<file path="config.mk">
export PLATFORM = sky130hd
export DESIGN_NAME = ipv4_dotted_text_parser
export DESIGN_NICKNAME = d
export VERILOG_FILES = /design/src/rtl/ipdp_pkg.sv /design/src/rtl/ipdp_parts.sv /design/src/rtl/ipdp_step.sv /design/src/rtl/ipv4_dotted_text_parser.sv
export SDC_FILE = /design/constraint.sdc
export NUM_CORES = 1
export LEC_CHECK = 0
export ABC_AREA = 1
export BUFFER_PORTS_ARGS = -buffer_cell sky130_fd_sc_hd__buf_2
export CAP_MARGIN = 20
export CORE_ASPECT_RATIO = 0.8
export CORE_UTILIZATION = 34
export DETAILED_ROUTE_END_ITERATION = 6
export GPL_TIMING_DRIVEN = 0
export HOLD_SLACK_MARGIN = 0.15
export PLACE_DENSITY = 0.58
export SYNTH_ARGS = -nofsm -noshare
export SYNTH_HDL_FRONTEND = slang
export SYNTH_HIERARCHICAL = 1
export SYNTH_SLANG_ARGS = --single-unit
export TNS_END_PERCENT = 10
</file>
<file path="constraint.sdc">
create_clock -name clk_i -period 5.04 [get_ports clk_i]
set_clock_uncertainty 0.15 [all_clocks]
set_input_delay 0.252 -clock clk_i [delete_from_list [all_inputs] [get_ports clk_i]]
set_output_delay 0.252 -clock clk_i [all_outputs]
set_load 0.1 [all_outputs]
</file>
<file path="src/rtl/ipdp_pkg.sv">
// ----------------------------------------------------------------------------
// ipdp_pkg
// Types, constants and character helpers for the IPv4 dotted text parser.
// ----------------------------------------------------------------------------
package ipdp_pkg;

  typedef enum logic [3:0] {
    PH_START   = 4'b0001,
    PH_ZERO    = 4'b0010,
    PH_DIGITS  = 4'b0100,
    PH_DISCARD = 4'b1000
  } phase_e;

  typedef enum logic [1:0] {
    RX_DEC = 2'd0,
    RX_OCT = 2'd1,
    RX_HEX = 2'd2
  } radix_e;

  localparam int unsigned NumParts = 3;

  typedef logic [31:0] part_t;
  typedef part_t [NumParts-1:0] parts_t;

  typedef struct packed {
    phase_e      phase;
    radix_e      radix;
    logic [31:0] value;
    logic [1:0]  count;
  } state_t;

  typedef struct packed {
    logic       we;
    logic [1:0] idx;
  } part_wr_t;

  localparam state_t StateReset = '{
    phase: PH_START,
    radix: RX_DEC,
    value: 32'd0,
    count: 2'd0
  };

  localparam logic [7:0] ChNul  = 8'h00;
  localparam logic [7:0] ChDot  = 8'h2E;
  localparam logic [7:0] ChZero = 8'h30;
  localparam logic [7:0] ChXLo  = 8'h78;
  localparam logic [7:0] ChXUp  = 8'h58;

  localparam logic [31:0] Max8  = 32'h0000_00ff;
  localparam logic [31:0] Max16 = 32'h0000_ffff;
  localparam logic [31:0] Max24 = 32'h00ff_ffff;

  localparam logic [4:0] HexNone = 5'd16;

  function automatic logic is_dec(input logic [7:0] c);
    return c inside {[8'h30:8'h39]};
  endfunction

  function automatic logic is_space(input logic [7:0] c);
    return c inside {8'h20, [8'h09:8'h0D]};
  endfunction

  // digit value 0..15, or HexNone
  function automatic logic [4:0] hex_val(input logic [7:0] c);
    logic [4:0] r;
    r = HexNone;
    if (c inside {[8'h30:8'h39]}) begin
      r = 5'(c - 8'h30);
    end else if (c inside {[8'h61:8'h66]}) begin
      r = 5'(c - 8'h61 + 8'd10);
    end else if (c inside {[8'h41:8'h46]}) begin
      r = 5'(c - 8'h41 + 8'd10);
    end
    return r;
  endfunction

endpackage

</file>
<file path="src/rtl/ipdp_parts.sv">
// ----------------------------------------------------------------------------
// ipdp_parts
// Holds the finished dotted parts of the address being parsed.
// ----------------------------------------------------------------------------
module ipdp_parts (
  input  logic              clk_i,
  input  ipdp_pkg::part_wr_t wr_i,
  input  logic [31:0]       data_i,
  output ipdp_pkg::parts_t  parts_o
);
  import ipdp_pkg::*;

  parts_t parts_q;

  always_ff @(posedge clk_i) begin
    if (wr_i.we) begin
      case (wr_i.idx)
        2'd0:    parts_q[0] <= data_i;
        2'd1:    parts_q[1] <= data_i;
        2'd2:    parts_q[2] <= data_i;
        default: ;
      endcase
    end
  end

  assign parts_o = parts_q;

endmodule

</file>
<file path="src/rtl/ipdp_step.sv">
// ----------------------------------------------------------------------------
// ipdp_step
// Next-state and result logic for one character of the address text.
// ----------------------------------------------------------------------------
module ipdp_step (
  input  logic [7:0]         ch_i,
  input  ipdp_pkg::state_t   state_i,
  input  ipdp_pkg::parts_t   parts_i,
  output ipdp_pkg::state_t   state_o,
  output ipdp_pkg::part_wr_t part_wr_o,
  output logic               emit_o,
  output logic               ok_o,
  output logic [31:0]        addr_o
);
  import ipdp_pkg::*;

  logic [31:0] v;
  logic [31:0] times_ten;
  logic [31:0] dec_next;
  logic [31:0] digit;
  logic [4:0]  hv;
  radix_e      eff_radix;
  logic        end_ok;
  logic [31:0] end_addr;

  assign v         = state_i.value;
  assign hv        = hex_val(ch_i);
  assign digit     = {28'd0, ch_i[3:0]};
  assign times_ten = {v[28:0], 3'b000} + {v[30:0], 1'b0};
  assign eff_radix = (state_i.phase == PH_ZERO) ? RX_OCT : state_i.radix;

  always_comb begin
    case (eff_radix)
      RX_OCT:  dec_next = {v[28:0], 3'b000} + digit;
      RX_HEX:  dec_next = {v[27:0], 4'b0000} + digit;
      default: dec_next = times_ten + digit;
    endcase
  end

  // range check and assembly at end of text
  always_comb begin
    end_ok   = 1'b1;
    end_addr = v;
    case (state_i.count)
      2'd0: begin
        end_ok   = 1'b1;
        end_addr = v;
      end
      2'd1: begin
        end_ok   = (v <= Max24) && (parts_i[0] <= Max8);
        end_addr = v | {parts_i[0][7:0], 24'd0};
      end
      2'd2: begin
        end_ok   = (v <= Max16) && (parts_i[0] <= Max8) && (parts_i[1] <= Max8);
        end_addr = v | {parts_i[0][7:0], parts_i[1][7:0], 16'd0};
      end
      default: begin
        end_ok   = (v <= Max8) && (parts_i[0] <= Max8) && (parts_i[1] <= Max8)
                   && (parts_i[2] <= Max8);
        end_addr = v | {parts_i[0][7:0], parts_i[1][7:0], parts_i[2][7:0], 8'd0};
      end
    endcase
  end

  always_comb begin
    state_o   = state_i;
    part_wr_o = '{we: 1'b0, idx: state_i.count};
    emit_o    = 1'b0;
    ok_o      = 1'b0;
    addr_o    = 32'd0;
    case (state_i.phase)
      PH_DISCARD: begin
        if (ch_i == ChNul) state_o = StateReset;
      end
      PH_ZERO, PH_DIGITS: begin
        if ((state_i.phase == PH_ZERO) && (ch_i == ChXLo || ch_i == ChXUp)) begin
          state_o.radix = RX_HEX;
          state_o.phase = PH_DIGITS;
        end else if (is_dec(ch_i)) begin
          state_o.radix = eff_radix;
          state_o.phase = PH_DIGITS;
          state_o.value = dec_next;
        end else if ((eff_radix == RX_HEX) && (hv != HexNone)) begin
          state_o.phase = PH_DIGITS;
          state_o.value = {v[27:0], hv[3:0]};
        end else if (ch_i == ChDot) begin
          if (state_i.count == 2'd3) begin
            emit_o  = 1'b1;
            state_o = StateReset;
            state_o.phase = PH_DISCARD;
          end else begin
            part_wr_o.we  = 1'b1;
            state_o.count = state_i.count + 2'd1;
            state_o.value = 32'd0;
            state_o.radix = RX_DEC;
            state_o.phase = PH_START;
          end
        end else begin
          // end of text on NUL or whitespace, anything else is bad
          emit_o  = 1'b1;
          state_o = StateReset;
          if (ch_i == ChNul || is_space(ch_i)) begin
            ok_o   = end_ok;
            addr_o = end_ok ? end_addr : 32'd0;
          end
          if (ch_i != ChNul) state_o.phase = PH_DISCARD;
        end
      end
      default: begin
        if (!is_dec(ch_i)) begin
          emit_o  = 1'b1;
          state_o = StateReset;
          if (ch_i != ChNul) state_o.phase = PH_DISCARD;
        end else begin
          state_o.radix = RX_DEC;
          state_o.value = digit;
          state_o.phase = (ch_i == ChZero) ? PH_ZERO : PH_DIGITS;
        end
      end
    endcase
  end

endmodule

</file>
<file path="src/rtl/ipv4_dotted_text_parser.sv">
// An accepted character is held in the input register; its result is captured in the output register.
// Throughput: one character per cycle unless stalled; the parse state updates once per item.
// Input stalls only while the output register holds a result that is itself stalled.
// Reset clears the input/output valid flags and the parse state (phase, radix, value, count).
// The finished-part registers have no reset; they are always written before being read.
// ----------------------------------------------------------------------------
// ipv4_dotted_text_parser
// Streaming dotted-quad address parser: characters in, one address result per string.
// ----------------------------------------------------------------------------
module ipv4_dotted_text_parser (
  input  logic        clk_i,
  input  logic        rst_ni,
  input  logic        in_valid_i,
  output logic        in_stall_o,
  input  logic [7:0]  ch_i,
  output logic        out_valid_o,
  input  logic        out_stall_i,
  output logic        valid_res_o,
  output logic [31:0] address_o
);
  import ipdp_pkg::*;

  logic        in_valid_q;
  logic [7:0]  ch_q;
  state_t      state_q, state_d;
  parts_t      parts;
  part_wr_t    part_wr, part_wr_gated;
  logic        emit, ok;
  logic [31:0] addr;
  logic        advance, fire;
  logic        out_valid_q;
  logic        out_ok_q;
  logic [31:0] out_addr_q;

  // hold the registered item while the result slot is stuck
  assign advance    = !(out_valid_q && out_stall_i);
  assign in_stall_o = in_valid_q && !advance;
  assign fire       = in_valid_q && advance;

  always_ff @(posedge clk_i or negedge rst_ni) begin
    if (!rst_ni) begin
      in_valid_q <= 1'b0;
    end else if (!in_stall_o) begin
      in_valid_q <= in_valid_i;
    end
  end

  always_ff @(posedge clk_i) begin
    if (in_valid_i && !in_stall_o) ch_q <= ch_i;
  end

  ipdp_step u_step (
    .ch_i      (ch_q),
    .state_i   (state_q),
    .parts_i   (parts),
    .state_o   (state_d),
    .part_wr_o (part_wr),
    .emit_o    (emit),
    .ok_o      (ok),
    .addr_o    (addr)
  );

  assign part_wr_gated = '{we: part_wr.we && fire, idx: part_wr.idx};

  ipdp_parts u_parts (
    .clk_i   (clk_i),
    .wr_i    (part_wr_gated),
    .data_i  (state_q.value),
    .parts_o (parts)
  );

  always_ff @(posedge clk_i or negedge rst_ni) begin
    if (!rst_ni) begin
      state_q <= StateReset;
    end else if (fire) begin
      state_q <= state_d;
    end
  end

  always_ff @(posedge clk_i or negedge rst_ni) begin
    if (!rst_ni) begin
      out_valid_q <= 1'b0;
    end else if (advance) begin
      out_valid_q <= fire && emit;
    end
  end

  always_ff @(posedge clk_i) begin
    if (fire && emit) begin
      out_ok_q   <= ok;
      out_addr_q <= addr;
    end
  end

  assign out_valid_o = out_valid_q;
  assign valid_res_o = out_ok_q;
  assign address_o   = out_addr_q;

endmodule

</file>
== After elaboration in Yosys (flattened, before gate mapping) ==
Index checks and enable logic that the tools add are counted.

* Output and inout bits: 35
* Bits of input ports: 12
* Logic and storage cells: 134
* Register bits: 179

* Muxes and demuxes: 36
* Magnitude comparators: 14
* $add $sub $neg: 10
* Equality and inequality tests: 20
* Reduce and logical (&&, ||, !) cells: 36
* Bitwise operators: 6

{| class="wikitable"
|+ Operator list
! cell !! count
|-
| $le A32 B8 Y1 const B || 4
|-
| $mux W40 || 3
|-
| $add A32 B4 Y32 || 3
|-
| $or A32 B32 Y32 || 3
|-
| $pmux W32 S3 || 1
|-
| $pmux W40 S2 || 1
|-
| $mux W38 || 2
|-
| $pmux W32 S2 || 1
|-
| $mux W34 || 1
|-
| $add A32 B32 Y32 || 1
|-
| $le A32 B16 Y1 const B || 1
|-
| $le A32 B24 Y1 const B || 1
|-
| $mux W32 || 1
|-
| $eq A8 B6 Y1 const B || 3
|-
| $logic_and A1 B1 Y1 || 18
|-
| $eq A8 B7 Y1 const B || 2
|-
| $ge A8 B7 Y1 const B || 2
|-
| $le A8 B7 Y1 const B || 2
|-
| $mux W5 || 3
|-
| $mux W1 || 12
|-
| $add A5 B4 Y5 const B || 2
|-
| $mux W2 || 5
|-
| $sub A5 B1 Y5 const B || 2
|-
| $ge A8 B4 Y1 const B || 1
|-
| 32 further kinds || 47
|}

== Depth between registers and ports, before layout ==
* Depth after elaboration: 13
* Mapped depth: 19
* Depth with buffers taken out: 18

== Modules after synthesis ==
Netlist, hierarchy kept.

{| class="wikitable"
|+ Modules (own cells, without submodules)
! module !! cells an instance !! instances !! area each (um2) !! seq. area each (um2)
|-
| ipdp_step || 1,336 || 1 || 6,441.2 || 0.0
|-
| ipv4_dotted_text_parser || 229 || 1 || 2,949.1 || 2,283.4
|-
| ipdp_parts || 103 || 1 || 2,909.0 || 2,882.8
|}

== Worst setup path before layout ==
No wires, ideal clock.

* Kind: flip-flop to flip-flop
* Start point: reg ch_q[0]
* End point: reg u_parts.parts_q (netlist bit u_parts/parts_o[0]), enable pin
* Cell stages (with the launch flop): 18
* Data arrival time: 3,439 ps
* Period minus slack after synthesis: 4,010 ps
* Library setup time: 421 ps
* Slack: 1,030 ps
* Required time: 4,469 ps
* Cells stage by stage: edfxtp_1 -> inv_1 -> ha_1 -> nor2_1 -> o21ai_1 -> nand2_2 -> nand2_1 -> nor2_1 -> nand2_4 -> nand2_4 -> nand2_2 -> inv_2 -> nand2_1 -> nor2_1 -> inv_1 -> nor2_1 -> nand2_1 -> nor2_1

{| class="wikitable"
|+ RTL lines
! item !! line !! RTL
|-
| start, declared || ipv4_dotted_text_parser.sv:24 || <nowiki>logic [7:0] ch_q;</nowiki>
|-
| start signal, assigned || ipv4_dotted_text_parser.sv:49 || <nowiki>if (in_valid_i && !in_stall_o) ch_q <= ch_i;</nowiki>
|-
| end, declared || ipdp_parts.sv:13 || <nowiki>parts_t parts_q;</nowiki>
|}

==> results.toml <==
[pwr]
leakagePower_uw = 0.00645
irDropWorstVdd_mv = 0.220
total_power_uw = 3570
powerDensity_nw_per_um2 = 257

[synthesis]
synth.area.top_cells = "edfxtp_1 (33%), nand2_1 (17%), dfrtp_1 (8.3%)"
syn_inst = 1668
ys_ff_latch = 179
ys_seq_area_frac = 0.420
yosysTopAreaCell = "edfxtp_1"
syn_area_um2 = 12300
yosys.cell_count.top_type = "nand2_1"
synthTopCellsByCount = "nand2_1 (542), inv_1 (188), nand3_1 (166), nor2_1 (157), edfxtp_1 (137)"
synth_fp_nets = 1753
syn_area_per_cell_um2 = 7.37
synth-warning-count = 6
synth_edf_count = 137
synth_flop_cell = "edfxtp_1"
synth_cell_type_count = 45
yosys.area.top_type_share = 0.334
async_reset_ff_frac = 0.235

[worst_setup_path]
reg2reg_to = "u_parts/parts_o[82]"
cp_slowest_cell = "nor2_4"
rrSetupSlack_ps = 940
worstPathArrival_ps = 4000
cp_common_cell = "nor2_1"
r2r_cells = 17
required_ps = 4940
start_kind = "register"
worstSetupPathType = "register to register"
cp_cell_sequence = "inv_1, ha_1, nor2_1, o21ai_1, nand2_2, nand2_1, nor2_1, nand2_4, nand2_4, nand2_2, inv_2, nand2_1, nor2_1, inv_1, nor2_1, nand2_1, nor2_4"
end_kind = "register"
rr_startpoint = "ch_q[1]"
worstPathMaxFanout = 32
slowest_delay_ps = 730

[floorplanning]
pin_count = 47
core_area_um2 = 35200
die_h_um = 172
die_area_um2 = 36900
rows = 61
initial_utilization = 0.350
die_w_um = 215

[final_layout]
diodes = 0
area_growth_pct = 13.0
fillers = 3664
drive_gt1_frac = 0.0774
nets = 1830
stdcell_count = 2230

[hold_path]
whs_path_depth = 2
worstHoldPathType = "register to register"
min-delay-start = "state_q[36]"
whs_endpoint = "state_q[36]"

[sta]
max_slew_margin = 0.334
rsz0062_at_grt = "false"
period_share = 0.814
worst_pin_slew_ps = 998
fmax_mhz = 244
setup_viol = 0
hold_violations = 0
drv_slew = 0
period_minus_slack_ps = 4100

[place]
dp_hpwl_um = 33200
gp_congestion = 0.965
dp.cells = 2186
port-buffer-count = 46

[detailed_routing]
drc = 0
postRouteWirelength_um = 43800
drt_iter0_drc = 1419
avgViaCountPerCell = 5.24
vias = 11700
drt_pre_antenna_iters = 6
ant_nets = 0
wl_per_cell_um = 19.6

[clocking]
cts_tree = "done"
cts_setup_buffers = 0
clock_sink_count = 179
h-tree-depth = 4
cts_root_buffer = "clkbuf_16"
clk_latency_ps = 440
cts_resized = 0
cts_buffers = 17
cts_hold_buf = 12
clock_path_buffers = 2
clk_pin_slew_ps = 80

[run]
max_cap_violations = 0

[grt]
grt_usage = 0.238
antenna_found_initial = 1
grt_pass1_vias = 10700
grt_pass1_wl_um = 65300
overflow = 0
grt_max_degree = 43

[outcome]
outcome = "finished, final reports clean"
## layout make-up
cell class	count	area (um2)	area share
inverters	194	728	0.0524
flip-flops and latches	179	5170	0.372
plain buffers	68	343	0.0247
multi-input cells	1227	6090	0.438
repair buffers	58	350	0.0252
clock inverters	14	194	0.0140
well taps	472	591	0.0425
clock buffers	18	429	0.0309
## worst max path at each step
stage | slack (ps) | cells past startpoint | end | from
after floorplan | 1030 | 17 | u_parts/parts_o[0] | ch_q[0]
after detailed placement | 1010 | 17 | u_parts/parts_o[86] | ch_q[1]
after global routing | 590 | 17 | u_parts/parts_o[83] | ch_q[1]
after global placement | -200 | 17 | u_parts/parts_o[90] | ch_q[1]
after CTS | 990 | 17 | u_parts/parts_o[86] | ch_q[1]
final | 940 | 17 | u_parts/parts_o[82] | ch_q[1]
## cell usage in the layout, fill, tap and decap left out, types with 4 or more instances in the layout
| master | n |
|---|---|
| edfxtp_1 | 137 |
| xor2_1 | 4 |
| inv_1 | 188 |
| nor2_4 | 6 |
| clkbuf_1 | 32 |
| nand4_1 | 39 |
| buf_6 | 6 |
| nand2_4 | 4 |
| nand2_1 | 542 |
| ha_1 | 71 |
| nor2_1 | 153 |
| xnor2_1 | 5 |
| buf_2 | 67 |
| inv_2 | 6 |
| inv_6 | 4 |
| nor2_2 | 4 |
| buf_4 | 4 |
| dfrtp_1 | 41 |
| dlygate4sd3_1 | 12 |
| o21ai_1 | 9 |
| clkbuf_16 | 17 |
| and2_1 | 4 |
| o21ai_0 | 41 |
| a21oi_1 | 121 |
| nand3_1 | 166 |
| buf_1 | 5 |
| nor4_1 | 14 |
| nor3_1 | 10 |
| o211ai_1 | 6 |
## worst max-delay path: cells and delay by family (launching register included)
family / cells / cell delay [ps]
compound gates: 1 / 100
buf+inv: 3 / 340
fa+ha+maj: 1 / 240
simple gates: 12 / 2320
flops: 1 / 520
## report_power, final
part	total [uW]	switching, uW	internal (uW)
logic	522	430	92.5
registers	1660	29.1	1630
clock network	1390	594	798
## registers in the layout, indices dropped and copies added, names as in the netlist
name / cells
address_o: 32
out_valid_o: 1
u_parts/parts_o: 96
state_q: 40
valid_res_o: 1
ch_q: 8
in_valid_q: 1
## through the flow
step / hold WS, ps / setup WS, ps / util / area (um2) / setup TNS [ps]
floorplan: -194 / 1030 / - / 12300 / 0
global placement: 279 / -199 / 0.373 / 13100 / -8790
detailed placement: 282 / 1010 / 0.374 / 13200 / 0
CTS: 326 / 991 / 0.395 / 13900 / 0
global route: 344 / 588 / 0.395 / 13900 / 0
finish: 328 / 937 / 0.395 / 13900 / 0
## logic make-up (layout without fill, tap and decap cells)
family | count (synthesis) | in the layout | share of synthesized area
compound gates | 194 | 194 | 0.0841
xor+xnor | 9 | 9 | 0.00641
fa+ha+maj | 73 | 73 | 0.0755
buf+inv | 262 | 352 | 0.0871
flops | 179 | 179 | 0.420
simple gates | 951 | 951 | 0.327
## routing by layer
layer	GRT usage	share of wire
met2	0.350	0.41
met5	0	0.00023
met4	0.0494	0.012
met1	0.350	0.48
met3	0.0588	0.097
(Power assumes the default switching activity.)
